$ cat config.mk
export PLATFORM = sky130hd
export DESIGN_NAME = crc_checked_frame_deframer_top
export DESIGN_NICKNAME = d
export VERILOG_FILES = /design/src/hdl/cfdf_pkg.sv /design/src/hdl/crc_checked_frame_deframer_top.sv /design/src/hdl/cfdf_crc.sv /design/src/hdl/cfdf_parser.sv
export SDC_FILE = /design/constraint.sdc
export NUM_CORES = 1
export LEC_CHECK = 0
export BUFFER_PORTS_ARGS = -buffer_cell sky130_fd_sc_hd__clkbuf_2
export CELL_PAD_IN_SITES_DETAIL_PLACEMENT = 1
export CELL_PAD_IN_SITES_GLOBAL_PLACEMENT = 1
export CORE_MARGIN = 2
export CORE_UTILIZATION = 43
export CTS_CLUSTER_SIZE = 40
export DETAILED_ROUTE_END_ITERATION = 8
export PLACE_DENSITY_LB_ADDON = 0.1
export SLEW_MARGIN = 20
export SYNTH_ARGS = -nofsm -noshare
export SYNTH_HDL_FRONTEND = slang
export SYNTH_SLANG_ARGS = --single-unit
$ cat constraint.sdc
create_clock -name clk -period 4.2 [get_ports clk]
set_input_delay 0.21 -clock clk [delete_from_list [all_inputs] [get_ports clk]]
set_output_delay 0.21 -clock clk [all_outputs]
set_load 0.005 [all_outputs]
$ cat src/hdl/cfdf_pkg.sv
// Shared types and constants of the CRC-checked frame deframer.
package cfdf_pkg;

    localparam int unsigned BYTE_W = 8;
    localparam int unsigned CRC_W = 16;
    localparam int unsigned CFG_INDEX_W = 2;

    localparam logic [CRC_W-1:0] CRC_INIT = 16'hFFFF;
    localparam logic [CRC_W-1:0] CRC_POLY = 16'h1021;

    localparam logic [BYTE_W-1:0] SYNC_FIRST_RESET = 8'hAA;
    localparam logic [BYTE_W-1:0] SYNC_SECOND_RESET = 8'h55;
    localparam logic [BYTE_W-1:0] MAX_PAYLOAD_LEN_RESET = 8'd250;

    localparam logic [CFG_INDEX_W-1:0] CFG_SYNC_FIRST = 2'd0;
    localparam logic [CFG_INDEX_W-1:0] CFG_SYNC_SECOND = 2'd1;
    localparam logic [CFG_INDEX_W-1:0] CFG_MAX_PAYLOAD_LEN = 2'd2;

    typedef enum logic [2:0] {
        PH_SYNC1   = 3'd0,
        PH_SYNC2   = 3'd1,
        PH_LEN     = 3'd2,
        PH_TYPE    = 3'd3,
        PH_PAYLOAD = 3'd4,
        PH_CRCLO   = 3'd5,
        PH_CRCHI   = 3'd6
    } cfdf_phase_t;

    typedef enum logic [2:0] {
        EV_NONE   = 3'd0,
        EV_DATA   = 3'd1,
        EV_GOOD   = 3'd2,
        EV_CRCERR = 3'd3,
        EV_LENREJ = 3'd4
    } cfdf_event_t;

    typedef struct packed {
        logic [BYTE_W-1:0] sync_first;
        logic [BYTE_W-1:0] sync_second;
        logic [BYTE_W-1:0] max_payload_len;
    } cfdf_cfg_t;

    typedef struct packed {
        cfdf_event_t       event_res;
        logic [BYTE_W-1:0] data_byte;
        logic [BYTE_W-1:0] byte_index;
        logic [BYTE_W-1:0] frame_type;
        logic [BYTE_W-1:0] frame_length;
    } cfdf_result_t;

endpackage

$ cat src/hdl/crc_checked_frame_deframer_top.sv
// Top level of the CRC-checked frame deframer: input register, parser, result register.
//
// The block parses a received byte stream into frames made of two sync bytes, a length,
// a type, the payload and a CRC16-CCITT sent low byte first. Every accepted byte gives
// exactly one result transfer: payload bytes stream out with their index, and the last CRC
// byte reports a good frame or a CRC error. It takes one byte per clock cycle when the
// output side keeps up; a byte passes through the input register and then the result
// register. The CRC of a byte is computed combinationally by an unrolled eight-step XOR
// network. Configuration writes are always accepted and should be made while no byte
// is in flight.
module crc_checked_frame_deframer_top (
    input  logic                              clk,
    input  logic                              rst_n,
    input  logic                              in_valid,
    output logic                              in_ready,
    input  logic [cfdf_pkg::BYTE_W-1:0]       rx_data,
    output logic                              out_valid,
    input  logic                              out_ready,
    output logic [2:0]                        event_res,
    output logic [cfdf_pkg::BYTE_W-1:0]       data_byte,
    output logic [cfdf_pkg::BYTE_W-1:0]       byte_index,
    output logic [cfdf_pkg::BYTE_W-1:0]       frame_type,
    output logic [cfdf_pkg::BYTE_W-1:0]       frame_length,
    input  logic                              cfg_valid,
    output logic                              cfg_ready,
    input  logic [cfdf_pkg::CFG_INDEX_W-1:0]  cfg_index,
    input  logic [cfdf_pkg::BYTE_W-1:0]       cfg_data
);
    import cfdf_pkg::*;

    cfdf_cfg_t         cfg_reg;
    logic              in_valid_reg;
    logic [BYTE_W-1:0] in_data_reg;
    logic              out_valid_reg;
    cfdf_result_t      out_result_reg;
    cfdf_result_t      step_result;
    logic              step_en;

    // A byte moves from the input register to the result register when the latter is free.
    assign step_en   = in_valid_reg && (!out_valid_reg || out_ready);
    assign in_ready  = !in_valid_reg || step_en;
    assign cfg_ready = 1'b1;

    always_ff @(posedge clk or negedge rst_n)
    begin
        if (!rst_n)
        begin
            cfg_reg.sync_first      <= SYNC_FIRST_RESET;
            cfg_reg.sync_second     <= SYNC_SECOND_RESET;
            cfg_reg.max_payload_len <= MAX_PAYLOAD_LEN_RESET;
        end
        else if (cfg_valid)
        begin
            if (cfg_index == CFG_SYNC_FIRST)
            begin
                cfg_reg.sync_first <= cfg_data;
            end
            if (cfg_index == CFG_SYNC_SECOND)
            begin
                cfg_reg.sync_second <= cfg_data;
            end
            if (cfg_index == CFG_MAX_PAYLOAD_LEN)
            begin
                cfg_reg.max_payload_len <= cfg_data;
            end
        end
    end

    always_ff @(posedge clk or negedge rst_n)
    begin
        if (!rst_n)
        begin
            in_valid_reg  <= 1'b0;
            out_valid_reg <= 1'b0;
        end
        else
        begin
            if (in_ready)
            begin
                in_valid_reg <= in_valid;
            end
            if (step_en)
            begin
                out_valid_reg <= 1'b1;
            end
            else if (out_ready)
            begin
                out_valid_reg <= 1'b0;
            end
        end
    end

    always_ff @(posedge clk)
    begin
        if (in_valid && in_ready)
        begin
            in_data_reg <= rx_data;
        end
        if (step_en)
        begin
            out_result_reg <= step_result;
        end
    end

    cfdf_parser u_parser (
        .clk     (clk),
        .rst_n   (rst_n),
        .step_en (step_en),
        .rx_byte (in_data_reg),
        .cfg     (cfg_reg),
        .result  (step_result)
    );

    assign out_valid    = out_valid_reg;
    assign event_res    = out_result_reg.event_res;
    assign data_byte    = out_result_reg.data_byte;
    assign byte_index   = out_result_reg.byte_index;
    assign frame_type   = out_result_reg.frame_type;
    assign frame_length = out_result_reg.frame_length;

    a_step_fills_output: assert property (
        @(posedge clk) disable iff (!rst_n)
        step_en |=> out_valid_reg
    ) else $error("parsed byte did not reach the result register");

    a_full_pipe_stalls_input: assert property (
        @(posedge clk) disable iff (!rst_n)
        (in_valid_reg && out_valid_reg && !out_ready) |-> !in_ready
    ) else $error("input taken while both registers are held");

endmodule

$ cat src/hdl/cfdf_crc.sv
// One-byte CRC16-CCITT update, MSB first, as an unrolled eight-step XOR network.
module cfdf_crc (
    input  logic [cfdf_pkg::CRC_W-1:0]  crc_in,
    input  logic [cfdf_pkg::BYTE_W-1:0] data,
    output logic [cfdf_pkg::CRC_W-1:0]  crc_out
);
    import cfdf_pkg::*;

    logic [CRC_W-1:0] crc_work;

    always_comb
    begin
        crc_work = crc_in ^ {data, {(CRC_W-BYTE_W){1'b0}}};
        for (int i = 0; i < BYTE_W; i++)
        begin
            if (crc_work[CRC_W-1])
            begin
                crc_work = {crc_work[CRC_W-2:0], 1'b0} ^ CRC_POLY;
            end
            else
            begin
                crc_work = {crc_work[CRC_W-2:0], 1'b0};
            end
        end
    end

    assign crc_out = crc_work;

endmodule

$ cat src/hdl/cfdf_parser.sv
// Frame parser state machine: holds the frame state and computes one result per byte.
module cfdf_parser (
    input  logic                         clk,
    input  logic                         rst_n,
    input  logic                         step_en,
    input  logic [cfdf_pkg::BYTE_W-1:0]  rx_byte,
    input  cfdf_pkg::cfdf_cfg_t          cfg,
    output cfdf_pkg::cfdf_result_t       result
);
    import cfdf_pkg::*;

    cfdf_phase_t       phase_reg, phase_next;
    logic [BYTE_W-1:0] length_reg, length_next;
    logic [BYTE_W-1:0] type_reg, type_next;
    logic [BYTE_W-1:0] remaining_reg, remaining_next;
    logic [CRC_W-1:0]  crc_reg, crc_next;
    logic [BYTE_W-1:0] crc_low_reg, crc_low_next;

    logic [CRC_W-1:0]  crc_seed;
    logic [CRC_W-1:0]  crc_fed;
    logic              length_too_long;

    // The length byte restarts the CRC from its initial value.
    assign crc_seed = (phase_reg == PH_LEN) ? CRC_INIT : crc_reg;
    assign length_too_long = rx_byte > cfg.max_payload_len;

    cfdf_crc u_crc (
        .crc_in  (crc_seed),
        .data    (rx_byte),
        .crc_out (crc_fed)
    );

    // Next state.
    always_comb
    begin
        phase_next = phase_reg;
        unique case (phase_reg)
            PH_SYNC2:   phase_next = (rx_byte == cfg.sync_second) ? PH_LEN : PH_SYNC1;
            PH_LEN:     phase_next = length_too_long ? PH_SYNC1 : PH_TYPE;
            PH_TYPE:    phase_next = (length_reg == '0) ? PH_CRCLO : PH_PAYLOAD;
            PH_PAYLOAD: phase_next = (remaining_reg == BYTE_W'(1)) ? PH_CRCLO : PH_PAYLOAD;
            PH_CRCLO:   phase_next = PH_CRCHI;
            PH_CRCHI:   phase_next = PH_SYNC1;
            default:    phase_next = (rx_byte == cfg.sync_first) ? PH_SYNC2 : PH_SYNC1;
        endcase
    end

    // Frame data path and result.
    always_comb
    begin
        length_next    = length_reg;
        type_next      = type_reg;
        remaining_next = remaining_reg;
        crc_next       = crc_reg;
        crc_low_next   = crc_low_reg;
        result.event_res  = EV_NONE;
        result.data_byte  = '0;
        result.byte_index = '0;
        unique case (phase_reg)
            PH_LEN:
            begin
                length_next = rx_byte;
                if (length_too_long)
                begin
                    result.event_res = EV_LENREJ;
                end
                else
                begin
                    crc_next = crc_fed;
                end
            end
            PH_TYPE:
            begin
                type_next      = rx_byte;
                crc_next       = crc_fed;
                remaining_next = length_reg;
            end
            PH_PAYLOAD:
            begin
                result.event_res  = EV_DATA;
                result.data_byte  = rx_byte;
                result.byte_index = length_reg - remaining_reg;
                crc_next          = crc_fed;
                remaining_next    = remaining_reg - BYTE_W'(1);
            end
            PH_CRCLO:
            begin
                crc_low_next = rx_byte;
            end
            PH_CRCHI:
            begin
                // The CRC arrives low byte first.
                result.event_res = ({rx_byte, crc_low_reg} == crc_reg) ? EV_GOOD : EV_CRCERR;
            end
            default:
            begin
            end
        endcase
        result.frame_type   = type_next;
        result.frame_length = length_next;
    end

    always_ff @(posedge clk or negedge rst_n)
    begin
        if (!rst_n)
        begin
            phase_reg     <= PH_SYNC1;
            length_reg    <= '0;
            type_reg      <= '0;
            remaining_reg <= '0;
            crc_reg       <= CRC_INIT;
            crc_low_reg   <= '0;
        end
        else if (step_en)
        begin
            phase_reg     <= phase_next;
            length_reg    <= length_next;
            type_reg      <= type_next;
            remaining_reg <= remaining_next;
            crc_reg       <= crc_next;
            crc_low_reg   <= crc_low_next;
        end
    end

    a_payload_has_bytes_left: assert property (
        @(posedge clk) disable iff (!rst_n)
        (phase_reg == PH_PAYLOAD) |-> (remaining_reg != '0)
    ) else $error("payload phase with no bytes left");

    a_crc_high_ends_frame: assert property (
        @(posedge clk) disable iff (!rst_n)
        (step_en && phase_reg == PH_CRCHI) |=> (phase_reg == PH_SYNC1)
    ) else $error("parser did not return to hunting after the CRC high byte");

    a_type_step_loads_count: assert property (
        @(posedge clk) disable iff (!rst_n)
        (step_en && phase_reg == PH_TYPE) |=> (remaining_reg == $past(length_reg))
    ) else $error("byte counter not loaded from the frame length");

endmodule
-- Word-level counts from Yosys, hierarchy flattened
Cells that the tools add are included.
- register bits after elaboration: 120
- bits of input ports: 23
- output and inout bits: 38
- word-level logic and storage cells: 85
- $add $sub $neg: 2
- $lt $le $gt $ge: 1
- eq/ne operators: 13
- multiplexer cells: 25
- bitwise gates (word level): 9
- reduce and logical (&&, ||, !) cells: 18
- operators by type and width (kind ; count):
    $mux 13 ; 8
    $mux 16 ; 2
    $pmux 16 s2 ; 1
    $not 3->3 ; 8
    $pmux 3 s6 ; 1
    $eq 16x16->1 ; 1
    $eq 8x8->1 ; 2
    $mux 8 ; 2
    $pmux 8 s2 ; 1
    $xor 16x16->16 ; 1
    $reduce_and 2->1 ; 5
    $eq 3x3->1 const B ; 3
    $pmux 3 s3 ; 1
    $eq 8x1->1 const B ; 1
    $gt 8x8->1 ; 1
    $logic_not 8->1 ; 1
    $sub 8x1->8 const B ; 1
    $sub 8x8->8 ; 1
    $eq 3x2->1 const B ; 2
    $mux 1 ; 6
    $reduce_bool 2->1 ; 3
    $mux 2 ; 2
    $eq 3x1->1 const B ; 1
    $mux 3 ; 1
    9 further kinds ; 12

-- Logic depth before layout (Yosys ltp)
- depth after elaboration: 21
- mapped depth: 10
- mapped depth without buffers: 9

-- Cells and area by module
From an unflattened synthesis, not the netlist that was laid out.
- cells, all modules: 615
- area, all modules: 6850.3 um^2
- modules (own cells, without submodules) (module ; times used ; cells an instance ; area each (um^2) ; seq. area each (um^2)):
    cfdf_parser ; 1 ; 486 ; 4134.0 ; 1296.2
    crc_checked_frame_deframer_top ; 1 ; 104 ; 2321.0 ; 1959.4
    cfdf_crc ; 1 ; 25 ; 395.4 ; 0.0

-- Least setup slack after synthesis
OpenSTA, ideal clock, no wires.
- path kind: flip-flop to flip-flop
- start point: register out_valid_reg (netlist: out_valid)
- end point: register out_result_reg, in the netlist byte_index[0], enable pin
- arrival: 1922 ps
- data required time: 3788 ps
- slack: 1865 ps
- stages on the path, launching flop included: 5
- buffers on the path: 1
- period minus slack after synthesis: 2335 ps
- cell sequence: dfrtp_1 > nand2b_1 > nand2_1 > inv_1 > clkbuf_1
- longest elaborated chain between the ends: 3
- RTL lines (item ; line ; source):
    start: declaration ; crc_checked_frame_deframer_top.sv:34 ; logic out_valid_reg;
    start signal: assignment ; crc_checked_frame_deframer_top.sv:74 ; out_valid_reg <= 1'b0;
    start signal: assignment ; crc_checked_frame_deframer_top.sv:84 ; out_valid_reg <= 1'b1;
    start signal: assignment ; crc_checked_frame_deframer_top.sv:88 ; out_valid_reg <= 1'b0;
    $logic_not 1->1 ; crc_checked_frame_deframer_top.sv:40 ; assign step_en = in_valid_reg && (!out_valid_reg || out_ready);
    $logic_or 1x1->1 ; crc_checked_frame_deframer_top.sv:40 ;
    $logic_and 1x1->1 ; crc_checked_frame_deframer_top.sv:40 ;
    named net step_en ; crc_checked_frame_deframer_top.sv:37 ; logic step_en;
    end signal: assignment ; crc_checked_frame_deframer_top.sv:101 ; out_result_reg <= step_result;
    end: declaration ; crc_checked_frame_deframer_top.sv:35 ; cfdf_result_t out_result_reg;
The timed path passes the listed nets, and every way through them passes these cells.
A chain may end at the register's enable or synchronous reset.

-- Worst setup path in the final report
- start point: register in_data_reg[6]
- end point: register u_parser.crc_reg[0]
- longest elaborated chain between the ends: 3
- RTL lines (item ; line ; source):
    start: declaration ; crc_checked_frame_deframer_top.sv:33 ; logic [BYTE_W-1:0] in_data_reg;
    start signal: assignment ; crc_checked_frame_deframer_top.sv:97 ; in_data_reg <= rx_data;
    $gt 8x8->1 ; cfdf_parser.sv:25 ; assign length_too_long = rx_byte > cfg.max_payload_len;
    $ne 2x2->1 (no source line) ; n/a ;
    $reduce_and 3->1 (no source line) ; n/a ;
    end signal: assignment ; cfdf_parser.sv:120 ; crc_reg <= crc_next;
    end: declaration ; cfdf_parser.sv:16 ; logic [CRC_W-1:0] crc_reg, crc_next;
Every way passes these cells.

==> key figures <==
Finish
  • Final antenna diode count: 0
  • Leading cell types in the layout, fill and taps excluded: nand2_1 (62), clkbuf_2 (58), xnor2_1 (54), mux2_2 (49), dfrtp_1 (47)
  • Most common cell after layout, fill and taps aside: nand2_1
  • Max reg flops: 24
  • Layout cell share with drive strength beyond 1: 0.3091
  • Count of fill cells added during filler insertion: 1,473
  • Final standard cell area without fillers: 0.007263 sq mm
  • Post-layout net count: 646
  • Area growth from synthesis to layout: 17.94%
  • Non-filler instance count after layout: 798

Placed design
  • HPWL reported at the end of detailed placement: 10.44 mm
  • Dpl cell area: 0.006584 sq mm
  • Final weighted congestion of routability-driven global placement: 0.8162
  • Number of input and output port buffers inserted: 59
  • Number of instances in the placed design: 756

Timing
  • Clock Skews: 14.40 ps
  • Final Setup Violations: 0
  • Peak clock frequency supported by timing: 377.1 MHz
  • Setup repair after global routing missed its margin: no
  • Final hold vios: 0
  • Slew headroom: 0.3810
  • Final Cycle Share: 0.6314
  • Worst slew pin tran: 925.1 ps
  • Final sum of negative setup slack: 0 ps
  • Clock period minus final worst setup slack: 2652 ps
  • Final-report max-slew violation count: 0

Global routing
  • Pin count of the biggest net entering global routing: 41
  • Wire length of the first global-routing pass: 24.44 mm
  • Antenna violations before repair: 0
  • Total congestion overflow after global routing: 0
  • GRT Resource Usage Total: 0.2156
  • Number of global-route vias before repair: 4,618

Synth
  • Count of flip-flops with a built-in enable after synthesis: 43
  • Fraction of the yosys area taken by sequential cells: 0.5286
  • Mapped Cells: 538
  • Cell area after synthesis: 0.006158 sq mm
  • Avg Cell Area, Syn: 11.45 sq um
  • Ys flop type: dfrtp_1
  • Async set-or-reset flop fraction in the synthesized netlist: 0.6417
  • Number of nets in the synthesized netlist: 579
  • Number of synthesized register bits: 120
  • Count of cell types in the netlist: 52
  • Synth warnings: 0

Detailed routing
  • Antenna-violating nets left: 0
  • Drt via density: 5.373
  • DRC errors left: 0
  • Count of TritonRoute iterations in the first routing pass: 4
  • Detailed router's first-iteration violation count: 204
  • Via count: 4,288
  • Post-DR wirelength/cell: 18.82 um
  • Total wire length after detailed routing: 15.02 mm

CTS
  • Clk slew on worst S/H paths: 60 ps
  • Clock Tree Root: clkbuf_16
  • Clock tree sinks: 120
  • CTS Buf Count: 17
  • Clock latency on the worst-skew pair: 430 ps
  • TritonCTS clock tree: built
  • # H-tree levels: 4
  • Maximum number of buffers from clock root to sink: 2
  • Number of buffers inserted to repair setup after CTS: 0

Worst setup path
  • Arrival time reported for the critical path endpoint: 3010 ps
  • Delay-heaviest family, CP: compound AO/OA/AOI/OAI gates
  • Endpoint required time on the critical path: 4560 ps
  • Setup CP Type: register to register
  • Crit-path slowest cell: edfxtp_1
  • Total buffers and inverters traversed by the critical path: 0
  • Crit Path Max Fanout: 14
  • Endpoint type of the worst setup path: register
  • Biggest cell delay along the critical path: 860 ps
  • Cell-by-cell listing of the critical path: ha_1 > nand2_1 > o21ai_0 > o22ai_2 > nand3_1 > o221a_2
  • Category of the worst setup path launch point: register

Floorplanning
  • Starting Density: 0.4420
  • Die height: 123.7 um
  • Width of the die: 123.7 um
  • Floorplan die area: 0.01530 sq mm
  • Row Count: 43
  • Area of the core: 0.01393 sq mm
  • Num ports: 61

Power
  • VDD IR-drop max: 0.0003154 V
  • Cell area power density: 713.6 mW/mm^2
  • Final Total Pwr: 5.183 mW
  • Static leakage: 3.008 nW

Worst hold path
  • Class of the most critical hold timing path: input pin to register

Job
  • Max-capacitance violation count: 0

Status
  • Result of the run: completed
[synth_stat cells, types with 5 or more instances]
master | number | area, sq um
a21oi_1 | 18 | 90.09
nand4_1 | 11 | 68.82
a31oi_1 | 5 | 31.28
nor2_1 | 27 | 101.4
xor2_1 | 18 | 157.7
o21ai_0 | 26 | 130.1
nor3_1 | 10 | 50.05
o221a_2 | 5 | 56.30
nor2b_1 | 6 | 37.54
nand2_1 | 62 | 232.7
xnor2_1 | 54 | 473.0
inv_1 | 22 | 82.58
edfxtp_1 | 43 | 1291
dfstp_2 | 30 | 788.3
clkbuf_1 | 10 | 37.54
buf_2 | 9 | 45.04
nand3_1 | 5 | 25.02
dfrtp_1 | 47 | 1176
ha_1 | 17 | 212.7
and2_1 | 8 | 50.05
nand2b_1 | 7 | 43.79
mux2_2 | 49 | 551.8
[cell families (layout without fill, tap and decap cells)]
kind of cell / Yosys count / count (layout) / share of synthesized area
compound gates: 76 / 76 / 0.08208
fa+ha+maj: 18 / 18 / 0.03779
mux: 51 / 51 / 0.09447
buf+inv: 47 / 127 / 0.03413
other cells: 1 / 1 / 0.0006089
simple gates: 153 / 153 / 0.1199
flops: 120 / 120 / 0.5286
xor+xnor: 72 / 72 / 0.1024
[through the flow]
step | setup slack [ps] | hold slack (ps) | utilization
after CTS | 1515 | 41.45 | 0.5212
final | 1548 | 57.69 | 0.5212
after detailed placement | 1534 | 221.3 | 0.4725
after floorplan | 1865 | -85.59 | -
after global routing | 1375 | 62.14 | 0.5212
after global placement | 1627 | 212.1 | 0.4725
[worst reg2reg max path: stages (launching register included)]
cell,delay [ps]
edfxtp_1,860
ha_1,380
nand2_1,70
o21ai_0,100
o22ai_2,410
nand3_1,380
o221a_2,380
[layer usage]
layer / part of all wire / vias up / global-route usage
met5: 0 / - / 0
met4: 0.021 / 0 / 0.08736
met2: 0.49 / 80 / 0.3547
li1: - / 2018 / -
met3: 0.033 / 27 / 0.04441
met1: 0.46 / 2163 / 0.2781
[report_power, final]
| group | total [mW] | switching [mW] | leakage (nW) | internal (mW) |
|---|---|---|---|---|
| combinational | 1.74 | 0.887 | 1.39 | 0.851 |
| sequential | 2.00 | 0.339 | 1.35 | 1.66 |
| clock | 1.44 | 0.568 | 0.273 | 0.875 |
| total | 5.18 | 1.79 | 3.01 | 3.39 |
[area by class of cell]
cell class / instances / area (sq um) / share of cell area
tap: 180 / 225.2 / 0.03101
sequential: 120 / 3256 / 0.4482
inverter: 22 / 82.58 / 0.01137
multi-input combinational: 371 / 2693 / 0.3707
clock buffer: 18 / 429.2 / 0.05909
clock inverter: 14 / 150.1 / 0.02067
timing repair buffer: 73 / 427.9 / 0.05891
[worst paths after layout]
| kind | startpoint | cells after the start | slack [ps] | end |
|---|---|---|---|---|
| setup / recovery | in_data_reg[6] | 6 | 1550 | u_parser.crc_reg[0] |
| hold / removal | cfg_data[1] | 2 | 60 | cfg_reg[9] |
| setup reg to reg | in_data_reg[6] | 6 | 1550 | u_parser.crc_reg[0] |
| hold reg to reg | u_parser.type_reg[2] | 1 | 500 | u_parser.type_reg[2] |
| max in group asynchronous | rst_n | 3 | 2940 | u_parser.remaining_reg[3] |
| min in group asynchronous | rst_n | 2 | 290 | cfg_reg[18] |
[repair_timing]
action                                 4_1_cts  5_1_grt
resized for setup                            0        0
endpoints found under the hold margin       35        0
hold buffers                                10        0
Power figures use the tool's default switching activity.
